$ cat src/rtl/bos_pkg.sv
`default_nettype none
package bos_pkg;

  localparam int MAX_BOXES  = 64;
  localparam int COORD_BITS = 12;
  localparam int SCORE_W    = 16;
  localparam int LIMIT_W    = 16;
  localparam int IDX_W      = $clog2(MAX_BOXES);
  localparam int CNT_W      = $clog2(MAX_BOXES + 1);

  // Arithmetic widths of the overlap test.
  localparam int DIFF_W  = COORD_BITS + 1;       // signed side length
  localparam int SPAN_W  = COORD_BITS + 2;       // signed clipped-overlap span
  localparam int IW_W    = COORD_BITS + 1;       // unsigned clipped overlap side
  localparam int AREA_W  = 2 * COORD_BITS + 1;   // signed area
  localparam int INTER_W = 2 * COORD_BITS + 1;   // unsigned intersection
  localparam int DEN_W   = 2 * COORD_BITS + 3;   // signed denominator
  localparam int MUL_A_W = DEN_W;
  localparam int MUL_B_W = (COORD_BITS + 2 > LIMIT_W + 1) ? COORD_BITS + 2 : LIMIT_W + 1;
  localparam int PROD_W  = MUL_A_W + MUL_B_W;

  localparam int CFG_IDX_W  = 1;
  localparam int CFG_DATA_W = LIMIT_W;
  localparam logic [CFG_IDX_W-1:0] REG_OVERLAP_LIMIT = 1'b0;
  localparam logic [CFG_IDX_W-1:0] REG_OVERLAP_MODE  = 1'b1;

  localparam logic MODE_UNION = 1'b0;
  localparam logic MODE_MIN   = 1'b1;

  localparam logic [LIMIT_W-1:0] LIMIT_RESET = 16'h8000;

  typedef struct packed {
    logic [COORD_BITS-1:0] l;
    logic [COORD_BITS-1:0] t;
    logic [COORD_BITS-1:0] r;
    logic [COORD_BITS-1:0] b;
  } bos_box_t;

  typedef struct packed {
    logic             wr_en;
    logic [IDX_W-1:0] wr_addr;
    bos_box_t         wr_box;
    logic [SCORE_W-1:0] wr_score;
    logic             rd_en;
    logic [IDX_W-1:0] rd_addr;
  } bos_mem_req_t;

endpackage
`default_nettype wire

$ cat src/rtl/bos_store.sv
`default_nettype none
module bos_store
  import bos_pkg::*;
(
  input  wire logic         clk,
  input  wire bos_mem_req_t req,
  output bos_box_t          rd_box_r,
  output logic [SCORE_W-1:0] rd_score_r
);

  bos_box_t           box_mem   [MAX_BOXES];
  logic [SCORE_W-1:0] score_mem [MAX_BOXES];

  always_ff @(posedge clk) begin
    if (req.wr_en) begin
      box_mem[req.wr_addr]   <= req.wr_box;
      score_mem[req.wr_addr] <= req.wr_score;
    end
  end

  // Read data holds until the next read, so the sequencer can keep using it
  // until it issues another read.
  always_ff @(posedge clk) begin
    if (req.rd_en) begin
      rd_box_r   <= box_mem[req.rd_addr];
      rd_score_r <= score_mem[req.rd_addr];
    end
  end

endmodule
`default_nettype wire

$ cat config.mk
export PLATFORM = sky130hd
export DESIGN_NAME = bos_store
export DESIGN_NICKNAME = d
export VERILOG_FILES = /design/src/rtl/bos_pkg.sv /design/src/rtl/bos_store.sv
export SDC_FILE = /design/constraint.sdc
export NUM_CORES = 2
export LEC_CHECK = 0
export BUFFER_PORTS_ARGS = -buffer_cell sky130_fd_sc_hd__buf_4
export CAP_MARGIN = 20
export CORE_ASPECT_RATIO = 1.4
export CORE_MARGIN = 2
export CORE_UTILIZATION = 40
export CTS_BUF_LIST = sky130_fd_sc_hd__clkbuf_8
export DETAILED_ROUTE_END_ITERATION = 7
export HOLD_SLACK_MARGIN = 0.05
export PLACE_DENSITY_LB_ADDON = 0.1
export SLEW_MARGIN = 20
export SYNTH_ARGS = -nofsm -noshare
export SYNTH_HDL_FRONTEND = slang
export SYNTH_SLANG_ARGS = --single-unit
$ cat constraint.sdc
create_clock -name clk -period 7.85 [get_ports clk]
set_clock_uncertainty 0.2 [all_clocks]
set_input_delay 0.3925 -clock clk [delete_from_list [all_inputs] [get_ports clk]]
set_output_delay 0.3925 -clock clk [all_outputs]
set_load 0.01 [all_outputs]
==> metrics.yaml <==
sta:
  maxSlewViolCount: 0
  period_minus_slack_ns: 3.614
  hold_violations: 0
  fin_crit_sh_pct: 46.04
  rsz0062_at_grt: "no"
  tightest_slew_ns: 1.122
  setup_viol: 0
  max_freq_ghz: 0.2767
  slew_headroom_pct: 25.19
  tns_ns: 0
setup_path:
  critical_path_class: "primary input to flip-flop"
  worstPathMaxFanout: 35
  cp-start-kind: "primary input"
  cp.required_ns: 8.49
  r2r_slack_ns: 5.51
  crit_arrival_ns: 4.26
  endpoint_kind: "flip-flop"
pwr:
  p_leak_nw: 55.00
  netSwitchingFraction_pct: 23.02
  clkPwrFrac_pct: 38.0
  p_sw_w: 0.01000
  irDropWorstVdd_v: 0.0001435
  p_int_w: 0.03345
  pwr_density_cell_mw_per_mm2: 245.4
  seq_power_share_pct: 56.9
  pwr-share-comb_pct: 5.1
clocking:
  cts_htree_levels: 6
  cts.sinks: 4160
  path_clk_slew_ns: 0.06
  cts_made_buffers: 645
  clockBufferDepth: 4
  clk-insertion-delay-late_ns: 1.11
  cts_tree: "yes"
  postCtsSetupBuffers: 0
  cts-root-buf: "clkbuf_8"
logic_synthesis:
  ys_seq_area_share_pct: 79.83
  ys_types: 29
  synth_cells: 6505
  syn_avg_cell_area_sq_um: 24.06
  yosysWarnings: 0
  ys_ff_latch: 4160
  synth_fp_nets: 6584
  syn_area_sq_mm: 0.1565
layout:
  drive_gt1_share_pct: 28.88
  synthToLayoutAreaGrowth_pct: 13.13
  finalNetCount: 7293
  final_common_cell: "edfxtp_1"
  postLayoutCoreUtil_pct: 45.48
  final_cells: 12880
  mostFrequentLayoutCells: "edfxtp_1, mux4_2, clkbuf_8"
  fillers: 32990
flow_run:
  cap_violations: 0
drt:
  drt-total-wl_um: 510200
  dr.pass1.iters: 5
  antenna_left: 0
  drt-initial-drc-count: 8465
  drcViolationCount: 0
  wire_per_inst_um: 39.62
  via_count: 77260
  viasPerCell: 6.001
global_route:
  antenna_found_initial: 19
  grt_pass1_vias: 80190
  grt.total_usage_pct: 25.49
  grt_pass1_wl_um: 689300
  grt-ovfl-total: 0
  grt_max_degree: 116
min_path:
  hp-class: "primary input to flip-flop"
status:
  status: "finished clean"
die:
  start_util_pct: 40.20
  std_cell_rows: 271
  die_x_um: 532.6
  ioPinCount: 143
  coreArea_sq_mm: 0.3893
  die_h_um: 744.1
  die_area_sq_mm: 0.3963
place:
  dp.cells: 11670
  dpl.hpwl_um: 260300
  gp_congestion: 0.7578
  portBuffers: 142
## power groups by stage
| stage | logic, W | clock network (W) | registers, W |
|---|---|---|---|
| after global routing | 0.00232 | 0.0178 | 0.0247 |
| after detailed placement | 0.00220 | 0 | 0.0252 |
| final | 0.00220 | 0.0165 | 0.0247 |
| after CTS | 0.00224 | 0.0169 | 0.0247 |
| after floorplan | 0.00114 | 0 | 0.0252 |
| after global placement | 0.00216 | 0 | 0.0252 |
## routing by layer
metal,part of all wire [%],vias up,GRT usage [%]
met2,54,2817,46.34
met5,0.0049,-,0
met4,2.8,4,6.898
met1,39,43900,32.09
li1,-,29820,-
met3,5.0,716,3.110
## final cells by class
type                       count  area (sq um)  share of cell area [%]
tap                         5187          6490                   3.666
multi-input combinational   1967         30190                   17.05
inverter                       1         3.754                0.002120
antenna                        7         17.52                0.009895
clock buffer                 663          9125                   5.154
timing repair buffer         439          4199                   2.372
clock inverter               451          2086                   1.178
sequential                  4160        124900                   70.56
## flip-flops by register name, summed over array words and instances, names as in the netlist
signal,count
box_mem,3072
rd_box_r,48
score_mem,1024
rd_score_r,16
## through the flow
step | area [sq um] | total power [W] | worst slack [ns] | hold WS [ns]
6_report | 177000 | 0.04345 | 4.236 | 0.1470
3_5_place_dp | 165000 | 0.02741 | 3.744 | 0.6125
5_1_grt | 177000 | 0.04483 | 4.255 | 0.1211
4_1_cts | 177000 | 0.04387 | 4.338 | 0.05522
3_3_place_gp | 164900 | 0.02736 | 3.606 | 0.6173
2_1_floorplan | 156500 | 0.02631 | 3.262 | 0.2914
## kinds of logic (layout without fill, tap and decap cells)
kind of cell           count (synthesis)  in the layout  synth area share, %
muxes                               1114           1114                15.31
DFF                                 4160           4160                79.83
and+or+nand+nor                      278            278               0.8276
buffers and inverters                378           1554                1.237
AOI/OAI and AO/OA                    575            575                2.791
other                                  0              7                    0
## Yosys cell counts (all sizes together)
| library cell | n | area [sq um] |
|---|---|---|
| a211oi | 63 | 473.0 |
| a21oi | 25 | 125.1 |
| a221oi | 1 | 8.760 |
| a22oi | 256 | 1922 |
| and2 | 3 | 18.77 |
| buf | 236 | 1401 |
| clkbuf | 141 | 530.5 |
| edfxtp | 4160 | 124900 |
| inv | 1 | 3.750 |
| mux2i | 90 | 900.9 |
| mux4 | 1024 | 23060 |
| nand2 | 7 | 26.28 |
| nand2b | 4 | 25.02 |
| nand3 | 133 | 665.6 |
| nand3b | 4 | 30.03 |
| nand4 | 1 | 6.260 |
| nor2 | 110 | 412.9 |
| nor2b | 7 | 43.79 |
| o211a | 64 | 640.6 |
| o221ai | 64 | 560.5 |
| o22ai | 102 | 638.1 |
| or2 | 2 | 12.51 |
| or3 | 3 | 18.77 |
| or3b | 4 | 35.04 |
## repair_timing
item,in CTS,in global routing
hold buffers,80,0
gates resized for setup,0,0
hold endpoints to repair,4297,0
## worst paths after layout
path,start,to,cells after the start
max,req[4],rd_box_r[33],6
min,req[51],box_mem[14][28],2
max reg2reg,box_mem[40][16],rd_box_r[16],4
min reg2reg,box_mem[7][31],rd_box_r[31],4
## critical path: stages
cell and delay (ns):
dlygate4sd3_1 0.61, buf_6 0.56, and2_4 0.93, buf_4 0.93, nand3_1 0.43, o211a_1 0.23
No activity file was read; power rests on OpenSTA's default activity.
