<file path="config.mk">
export PLATFORM = sky130hd
export DESIGN_NAME = bos_mul
export DESIGN_NICKNAME = d
export VERILOG_FILES = /design/src/rtl/bos_pkg.sv /design/src/rtl/bos_mul.sv
export SDC_FILE = /design/constraint.sdc
export NUM_CORES = 1
export LEC_CHECK = 0
export ABC_AREA = 1
export BUFFER_PORTS_ARGS = -buffer_cell sky130_fd_sc_hd__buf_2
export CAP_MARGIN = 10
export CORE_ASPECT_RATIO = 1.4
export CORE_MARGIN = 10
export CORE_UTILIZATION = 60
export DETAILED_ROUTE_END_ITERATION = 6
export PLACE_DENSITY = 0.79
export SYNTH_ARGS = -nofsm -noshare
export SYNTH_HDL_FRONTEND = slang
export SYNTH_SLANG_ARGS = --single-unit
</file>
<file path="constraint.sdc">
create_clock -name clk -period 14.95 [get_ports clk]
set_input_delay 0.7475 -clock clk [delete_from_list [all_inputs] [get_ports clk]]
set_output_delay 0.7475 -clock clk [all_outputs]
set_load 0.005 [all_outputs]
</file>
<file path="src/rtl/bos_pkg.sv">
`default_nettype none
package bos_pkg;

  localparam int MAX_BOXES  = 64;
  localparam int COORD_BITS = 12;
  localparam int SCORE_W    = 16;
  localparam int LIMIT_W    = 16;
  localparam int IDX_W      = $clog2(MAX_BOXES);
  localparam int CNT_W      = $clog2(MAX_BOXES + 1);

  // Arithmetic widths of the overlap test.
  localparam int DIFF_W  = COORD_BITS + 1;       // signed side length
  localparam int SPAN_W  = COORD_BITS + 2;       // signed clipped-overlap span
  localparam int IW_W    = COORD_BITS + 1;       // unsigned clipped overlap side
  localparam int AREA_W  = 2 * COORD_BITS + 1;   // signed area
  localparam int INTER_W = 2 * COORD_BITS + 1;   // unsigned intersection
  localparam int DEN_W   = 2 * COORD_BITS + 3;   // signed denominator
  localparam int MUL_A_W = DEN_W;
  localparam int MUL_B_W = (COORD_BITS + 2 > LIMIT_W + 1) ? COORD_BITS + 2 : LIMIT_W + 1;
  localparam int PROD_W  = MUL_A_W + MUL_B_W;

  localparam int CFG_IDX_W  = 1;
  localparam int CFG_DATA_W = LIMIT_W;
  localparam logic [CFG_IDX_W-1:0] REG_OVERLAP_LIMIT = 1'b0;
  localparam logic [CFG_IDX_W-1:0] REG_OVERLAP_MODE  = 1'b1;

  localparam logic MODE_UNION = 1'b0;
  localparam logic MODE_MIN   = 1'b1;

  localparam logic [LIMIT_W-1:0] LIMIT_RESET = 16'h8000;

  typedef struct packed {
    logic [COORD_BITS-1:0] l;
    logic [COORD_BITS-1:0] t;
    logic [COORD_BITS-1:0] r;
    logic [COORD_BITS-1:0] b;
  } bos_box_t;

  typedef struct packed {
    logic             wr_en;
    logic [IDX_W-1:0] wr_addr;
    bos_box_t         wr_box;
    logic [SCORE_W-1:0] wr_score;
    logic             rd_en;
    logic [IDX_W-1:0] rd_addr;
  } bos_mem_req_t;

endpackage
`default_nettype wire

</file>
<file path="src/rtl/bos_mul.sv">
`default_nettype none
module bos_mul
  import bos_pkg::*;
(
  input  wire logic                      clk,
  input  wire logic signed [MUL_A_W-1:0] mul_a,
  input  wire logic signed [MUL_B_W-1:0] mul_b,
  output logic signed [PROD_W-1:0]       prod_r
);

  // The product is registered; the sequencer picks it up in the cycle after it drives the operands.
  always_ff @(posedge clk) begin
    prod_r <= mul_a * mul_b;
  end

endmodule
`default_nettype wire

</file>
==> results of run 1 <==
-- per-stage QoR --
stage	hold WS, ns	cell area [µm²]
global route	0.9200	19430
finish	0.8562	19430
global placement	1.131	19250
CTS	0.8550	19430
floorplan	1.032	18700
detailed placement	1.127	19250
-- logic make-up (layout without fill, tap and decap cells) --
logic type | after synthesis | after routing | synth area share
xor gates and xnor gates | 26 | 26 | 0.01218
and+or+nand+nor | 913 | 913 | 0.1955
AOI/OAI and AO/OA | 42 | 42 | 0.01419
adders and majority gates | 551 | 551 | 0.5477
buffers and inverters | 913 | 907 | 0.1833
DFF | 44 | 44 | 0.04711
-- cell type report --
cell class | instances | share of cell area
clock buffer | 6 | 0.007148
clock inverter | 2 | 0.001996
inverter | 809 | 0.1563
multi-input combinational | 1532 | 0.7407
sequential | 44 | 0.04533
tap | 390 | 0.02511
timing repair buffer | 90 | 0.02344
-- worst max path at each step --
stage,startpoint,endpoint,slack (ns),depth (start not counted)
floorplan,mul_b[5],prod_r[43],8.83,22
global placement,mul_b[5],prod_r[43],8.46,22
detailed placement,mul_b[5],prod_r[43],8.35,22
CTS,mul_b[5],prod_r[43],8.61,22
global route,mul_b[5],prod_r[43],8.17,22
finish,mul_b[5],prod_r[43],8.60,22
-- worst max-delay path: cells and delay by family --
family / cells / cell delay, ns
simple gates: 8 / 1.14
buf+inv: 7 / 1.00
fa+ha+maj: 7 / 3.67
-- routing by layer --
layer,vias up,global-route usage,share of wire
li1,6784,-,-
met1,7313,0.2734,0.34
met2,489,0.5060,0.57
met3,162,0.02030,0.042
met4,0,0.1222,0.051
met5,-,0,0
-- cells in the final DEF (no fill, tap or decap) --
| cell type | n |
|---|---|
| inv_1 | 805 |
| nand2_1 | 726 |
| fa_1 | 446 |
| ha_1 | 105 |
| nor2_1 | 88 |
| buf_2 | 88 |
| dfxtp_1 | 44 |
| nand3_1 | 42 |
| a21oi_1 | 25 |
| xor2_1 | 19 |
| nand2_2 | 14 |
| nor2_2 | 13 |
| nand4_1 | 8 |
| xnor2_1 | 7 |
| or2_2 | 6 |
| nand3_2 | 5 |
| clkbuf_16 | 5 |
| nor3_1 | 4 |
| o21bai_1 | 4 |
| o21ai_0 | 4 |
| a21oi_2 | 3 |
| clkinv_1 | 2 |
| nor2_4 | 2 |
| inv_2 | 2 |
| nor3_2 | 2 |
| o211ai_2 | 2 |
| nand3b_1 | 2 |
| buf_4 | 2 |
| o21ai_1 | 1 |
| and2_1 | 1 |
| a21o_1 | 1 |
| o21bai_4 | 1 |
| o21a_1 | 1 |
| bufinv_16 | 1 |
| clkinv_4 | 1 |
| clkbuf_8 | 1 |
==> impl_metrics.yaml, run 1 <==
logic_synthesis:
  syn_avg_cell_area_um2: 7.513
  synthesis.nets: 3085
  yosysMostFrequentCell: "inv_1"
  yosysUniqueCellTypes: 31
  yosys.area.top_type: "fa_1"
  synth_top_cells_by_count: "inv_1, nand2_1, fa_1, ha_1, clkbuf_1"
  ys.flop_type: "dfxtp_1"
  synth_edf_count: 0
  postSynthCellCount: 2489
  synth_seq_area_share: 0.04711
  synth-seq-cells: 44
  ys_async_sr_fraction: 0
  netlist_area_um2: 18700
  synthTopCellsByArea: "fa_1, inv_1, nand2_1"
  yosysWarnings: 0
  yosysTopAreaCellShare: 0.4775
timing:
  tns_ns: 0
  setup_ws_ns: 8.605
  maxSlewHeadroom: 0.4678
  grt_setup_unrepaired: "no"
  finalCritPeriodShare: 0.4244
  fin_crit_ns: 6.345
  worstMarginPinSlew_ns: 0.7959
  setup_viol: 0
  hold_viol: 0
  fmax_ghz: 0.1576
  slew_violations: 0
drt:
  antenna_left: 0
  routed_wl_um: 48520
  drt_first_iter_violations: 883
  wire_per_inst_um: 16.89
  drtPass1Iterations: 6
  drc: 0
  num_vias: 14750
  viasPerCell: 5.133
finish:
  drive_above_1_share: 0.05961
  antenna_cells: 0
  area_delta_synth_final_pct: 3.908
  layout.area.seq_um2: 880.8
  final_core_util: 0.6306
  top_register: "prod_r"
  multi_input_area_um2: 14390
  largestRegisters: "prod_r: 44 flops"
  fillers: 2781
  layout.nets: 3078
  largest_reg_flops: 44
  fin_cells: 2873
die:
  start_util: 0.6069
  coreArea_um2: 30810
  fp-row-count: 76
  dieArea_um2: 38730
  die_h_um: 228.9
  num_io_pins: 89
  die_w_um: 169.2
cts:
  cts_buffers: 5
  cts-root-buf: "clkbuf_16"
  cts_tree: "yes"
  cts_hold_buffers: 0
  htree_levels: 2
  clkTransAtPathRegs_ns: 0.07
  post_cts_buffers: 0
  cts.sinks: 44
  ctsResizeCount: 0
  cts.path.max_buffers: 2
setup_path:
  arrival_ns: 6.59
  crit_path_end_kind: "register"
  worstPathRequired_ns: 15.20
  cp_max_fo: 27
  crit_chain: "buf_2 > nand2_1 > fa_1 > inv_1 > fa_1 > inv_1 > fa_1 > inv_1 > fa_1 > inv_1 > fa_1 > fa_1 > inv_1 > ha_1 > inv_2 > nor3_1 > nand2_1 > nor2_2 > nand3_1 > nand3_1 > nand2_1 > nand2_1"
  crit_type: "in2reg"
  cp_slowest_cell: "fa_1"
  crit_top_cell: "fa_1"
  crit_path_start_kind: "input pin"
  cp_slowest_stage_delay_ns: 0.64
global_route:
  grt_pass1_wl_um: 81700
  grt_usage: 0.2611
  globalRoute.totalOverflow: 0
  grt_pass1_vias: 16670
  grt_max_degree: 29
  antenna_found_initial: 0
place:
  placed_cells: 2865
  dp_worst_setup_slack_ns: 8.348
  gp_congestion: 0.9619
  numPortBuffers: 88
  dpl.hpwl_um: 41460
worst_hold_path:
  min-delay-start: "mul_a[0]"
  worstHoldPathCells: 3
  min_path_type: "in2reg"
  hold_end: "prod_r[0]"
flow_run:
  drv_cap: 0
status:
  status: "completed"
Power of run 1 is left out: the tool's default activity adds up to more than one toggle a clock period on the data nets, which glitch-free logic cannot reach.
==> inputs of run 2 (changes only) <==
- CORE_UTILIZATION: 60 -> 59
- PLACE_DENSITY: 0.79 -> 0.81
- clock period: 14.95 -> 5.5 ns (I/O delays scaled with it)
==> impl_metrics.yaml, run 2 (same netlist as run 1, synthesis figures left out) <==
timing:
  maxSlewHeadroom: 0.5154
  setup_viol: 0
  whs_ns: 0.4668
  grt_setup_unrepaired: "no"
  fmax_ghz: 0.1896
  worstMarginPinSlew_ns: 0.7248
  hold_viol: 0
  fin_crit_ns: 5.274
  finalCritPeriodShare: 0.9590
  slew_violations: 0
place:
  dpl.hpwl_um: 44460
  numPortBuffers: 88
  gp_congestion: 0.9719
drt:
  drt_first_iter_violations: 884
  routed_wl_um: 49440
  drtPass1Iterations: 5
  drc: 0
  num_vias: 15360
  viasPerCell: 5.096
  wire_per_inst_um: 16.40
  antenna_left: 0
finish:
  final_common_cell: "inv_1"
  fillers: 2667
  largestRegisters: "prod_r: 44 flops"
  drive_above_1_share: 0.1107
  area_delta_synth_final_pct: 10.56
  layout.area.seq_um2: 880.8
  largest_reg_flops: 44
  multi_input_area_um2: 14410
  final_cell_mix: "inv_1, nand2_1, fa_1"
  antenna_cells: 0
  top_register: "prod_r"
  layout.nets: 3214
flow_run:
  drv_cap: 0
cts:
  cts_buffers: 5
  post_cts_buffers: 0
  cts.path.max_buffers: 2
  cts_hold_buffers: 0
  htree_levels: 2
  cts.sinks: 44
  cts_tree: "yes"
  clkTransAtPathRegs_ns: 0.08
  cts-root-buf: "clkbuf_16"
setup_path:
  cp_max_fo: 14
  arrival_ns: 5.46
  worstPathRequired_ns: 5.69
  crit_path_start_kind: "input pin"
  crit_path_end_kind: "register"
  crit_type: "in2reg"
global_route:
  antenna_found_initial: 1
  grt_max_degree: 23
  globalRoute.totalOverflow: 0
  grt_pass1_wl_um: 83600
  grt_usage: 0.2662
  grt_pass1_vias: 17530
die:
  start_util: 0.5954
  dieArea_um2: 39320
  die_w_um: 170.5
  fp-row-count: 77
  die_h_um: 230.6
  coreArea_um2: 31410
  num_io_pins: 89
worst_hold_path:
  hold_end: "prod_r[0]"
  min-delay-start: "mul_a[0]"
  worstHoldPathCells: 4
  min_path_type: "in2reg"
status:
  status: "completed"
## run 2: cell types whose count changed in the layout (fill, tap and decap cells not counted), sizes merged
| cell | delta |
|---|---|
| clkbuf | +3 |
| buf | +133 |
## run 2: worst max path at each step
| stage | from | cells past startpoint | endpoint |
|---|---|---|---|
| floorplan | mul_a[26] | 22 | prod_r[43] |
| global placement | mul_b[6] | 20 | prod_r[37] |
| detailed placement | mul_b[6] | 20 | prod_r[42] |
| CTS | mul_b[6] | 20 | prod_r[42] |
| global route | mul_b[5] | 26 | prod_r[31] |
| finish | mul_b[5] | 26 | prod_r[31] |
## run 2: routing by layer
layer,global-route usage,routed length (µm),up-vias
met3,0.02750,2425,204
met5,0,12,-
li1,-,-,7057
met1,0.2668,16400,7524
met2,0.5169,27410,572
met4,0.1498,3195,2
## run 2: worst max-delay path, stage by stage
cell and delay, ns:
clkbuf_4 0.23, buf_4 0.20, nand2_1 0.06, inv_1 0.05
fa_1 0.54, inv_1 0.07, fa_1 0.46, fa_1 0.52
inv_1 0.06, fa_1 0.50, fa_1 0.55, inv_1 0.06
fa_1 0.48, inv_1 0.04, ha_1 0.34, nand2_1 0.09
nand2_1 0.11, a21oi_2 0.16, buf_4 0.13, nor2_1 0.03
nor2_1 0.13, nor2_1 0.06, nor2_1 0.14, nand2_1 0.07
nand2_1 0.05, nand2_1 0.05
## run 2: repair_timing
action / 4_1_cts / 5_1_grt
gates resized for setup: 0 / 10
hold endpoints to repair: 0 / 0
setup endpoints to repair: 0 / 17
## run 2: area by class of cell
cell class | instances | area share
multi-input combinational | 1532 | 0.6970
inverter | 809 | 0.1469
timing repair buffer | 226 | 0.08098
sequential | 44 | 0.04261
tap | 395 | 0.02391
clock buffer | 6 | 0.006718
clock inverter | 2 | 0.001876
## run 2: through the flow
step | worst slack (ns) | setup TNS, ns | instance area [µm²] | util | instances
detailed placement | -0.2940 | -2.212 | 20470 | 0.6517 | 3006
CTS | 0.01283 | 0 | 20650 | 0.6574 | 3014
global route | 0.006493 | 0 | 20670 | 0.6582 | 3014
floorplan | 0.01169 | 0 | 18710 | - | 2489
global placement | -0.08294 | -0.3866 | 20470 | 0.6517 | 3006
finish | 0.2257 | 0 | 20670 | 0.6582 | 3014
Power of run 2 is left out for the same reason.
==> inputs of run 3 (changes only) <==
- BUFFER_PORTS_ARGS: -buffer_cell sky130_fd_sc_hd__buf_2 -> -buffer_cell sky130_fd_sc_hd__buf_4
==> impl_metrics.yaml, run 3 (same netlist as run 1, synthesis figures left out) <==
drt:
  antenna_left: 0
  drtPass1Iterations: 7
  routed_wl_um: 49460
  viasPerCell: 5.226
  wire_per_inst_um: 16.86
  drc: 0
  drt_first_iter_violations: 982
  num_vias: 15330
finish:
  top_register: "prod_r"
  fin_cells: 2934
  largest_reg_flops: 44
  drive_above_1_share: 0.08471
  final_cell_mix: "inv_1, nand2_1, fa_1"
  layout.nets: 3133
  area_delta_synth_final_pct: 7.715
  largestRegisters: "prod_r: 44 flops"
  final_common_cell: "inv_1"
setup_path:
  worstPathRequired_ns: 5.69
  crit_chain: "buf_4 > nand2_1 > fa_1 > inv_1 > fa_1 > inv_1 > fa_1 > inv_1 > fa_1 > fa_1 > inv_1 > fa_1 > inv_1 > ha_1 > nand2_1 > nor2_2 > nand2_1 > nor2_1 > buf_4 > nand3_1 > nand4_1 > nand2_1"
  cp_max_fo: 18
  critPathTopFamily: "adder cells"
  crit_path_start_kind: "input pin"
  path_buf_inv: 7
  crit_top_cell: "fa_1"
  crit_type: "in2reg"
  cp_slowest_stage_delay_ns: 0.54
  path_depth: 22
  crit_path_end_kind: "register"
  cp_slowest_cell: "fa_1"
  arrival_ns: 5.44
place:
  gp_congestion: 0.9937
  dp_worst_setup_slack_ns: -0.1006
  dpl.hpwl_um: 43080
  placed_cells: 2923
  numPortBuffers: 88
worst_hold_path:
  hold_end: "prod_r[0]"
  min-delay-start: "mul_b[0]"
  min_path_type: "in2reg"
  worstHoldPathCells: 3
timing:
  hold_viol: 0
  setup_ws_ns: 0.2509
  grt_setup_unrepaired: "no"
  tns_ns: 0
  setup_viol: 0
  fin_crit_ns: 5.249
  maxSlewHeadroom: 0.4790
  fmax_ghz: 0.1905
  finalCritPeriodShare: 0.9544
  slew_violations: 0
  worstMarginPinSlew_ns: 0.7791
cts:
  cts_buffers: 5
  cts.sinks: 44
  clkTransAtPathRegs_ns: 0.08
  cts_hold_buffers: 0
  cts-root-buf: "clkbuf_16"
  cts_tree: "yes"
  htree_levels: 2
  cts.path.max_buffers: 2
global_route:
  grt_pass1_vias: 17020
  grt_pass1_wl_um: 81370
  globalRoute.totalOverflow: 0
  antenna_found_initial: 0
  grt_usage: 0.2610
  grt_max_degree: 28
die:
  die_w_um: 170.5
  coreArea_um2: 31410
  start_util: 0.5954
  fp-row-count: 77
  num_io_pins: 89
  die_h_um: 230.6
  dieArea_um2: 39320
flow_run:
  drv_cap: 0
status:
  status: "completed"
run 3: timing repair:
action,in CTS,in global routing
endpoints found under the setup margin,0,9
buffers inserted,0,2
hold endpoints to repair,0,0
resized for setup,0,13
run 3: worst max path at each step:
stage | start | endpoint
4_1_cts | mul_b[5] | prod_r[38]
3_3_place_gp | mul_b[5] | prod_r[38]
3_5_place_dp | mul_b[5] | prod_r[38]
5_1_grt | mul_b[10] | prod_r[29]
2_1_floorplan | mul_a[26] | prod_r[43]
6_report | mul_b[8] | prod_r[40]
run 3: stage by stage:
stage	hold WS, ns	util	instance area (µm²)
final	0.3929	0.6413	20140
after global routing	0.3985	0.6412	20140
after CTS	0.3870	0.6396	20090
after detailed placement	0.6566	0.6341	19920
after floorplan	0.5592	-	18710
after global placement	0.6578	0.6341	19920
run 3: final cells by class:
| type | count | area (µm²) |
|---|---|---|
| inverter | 809 | 3040 |
| sequential | 44 | 880.8 |
| fill | 2650 | 11270 |
| tap | 395 | 494.2 |
| clock buffer | 5 | 125.1 |
| antenna | 1 | 2.502 |
| multi-input combinational | 1532 | 14420 |
| clock inverter | 3 | 46.29 |
| timing repair buffer | 145 | 1134 |
run 3: metal layers:
layer | GRT usage | wire [µm]
met5 | 0 | 0
met4 | 0.1718 | 3943
met3 | 0.02459 | 2662
met2 | 0.4955 | 26680
met1 | 0.2630 | 16170
Power of run 3 is left out for the same reason.
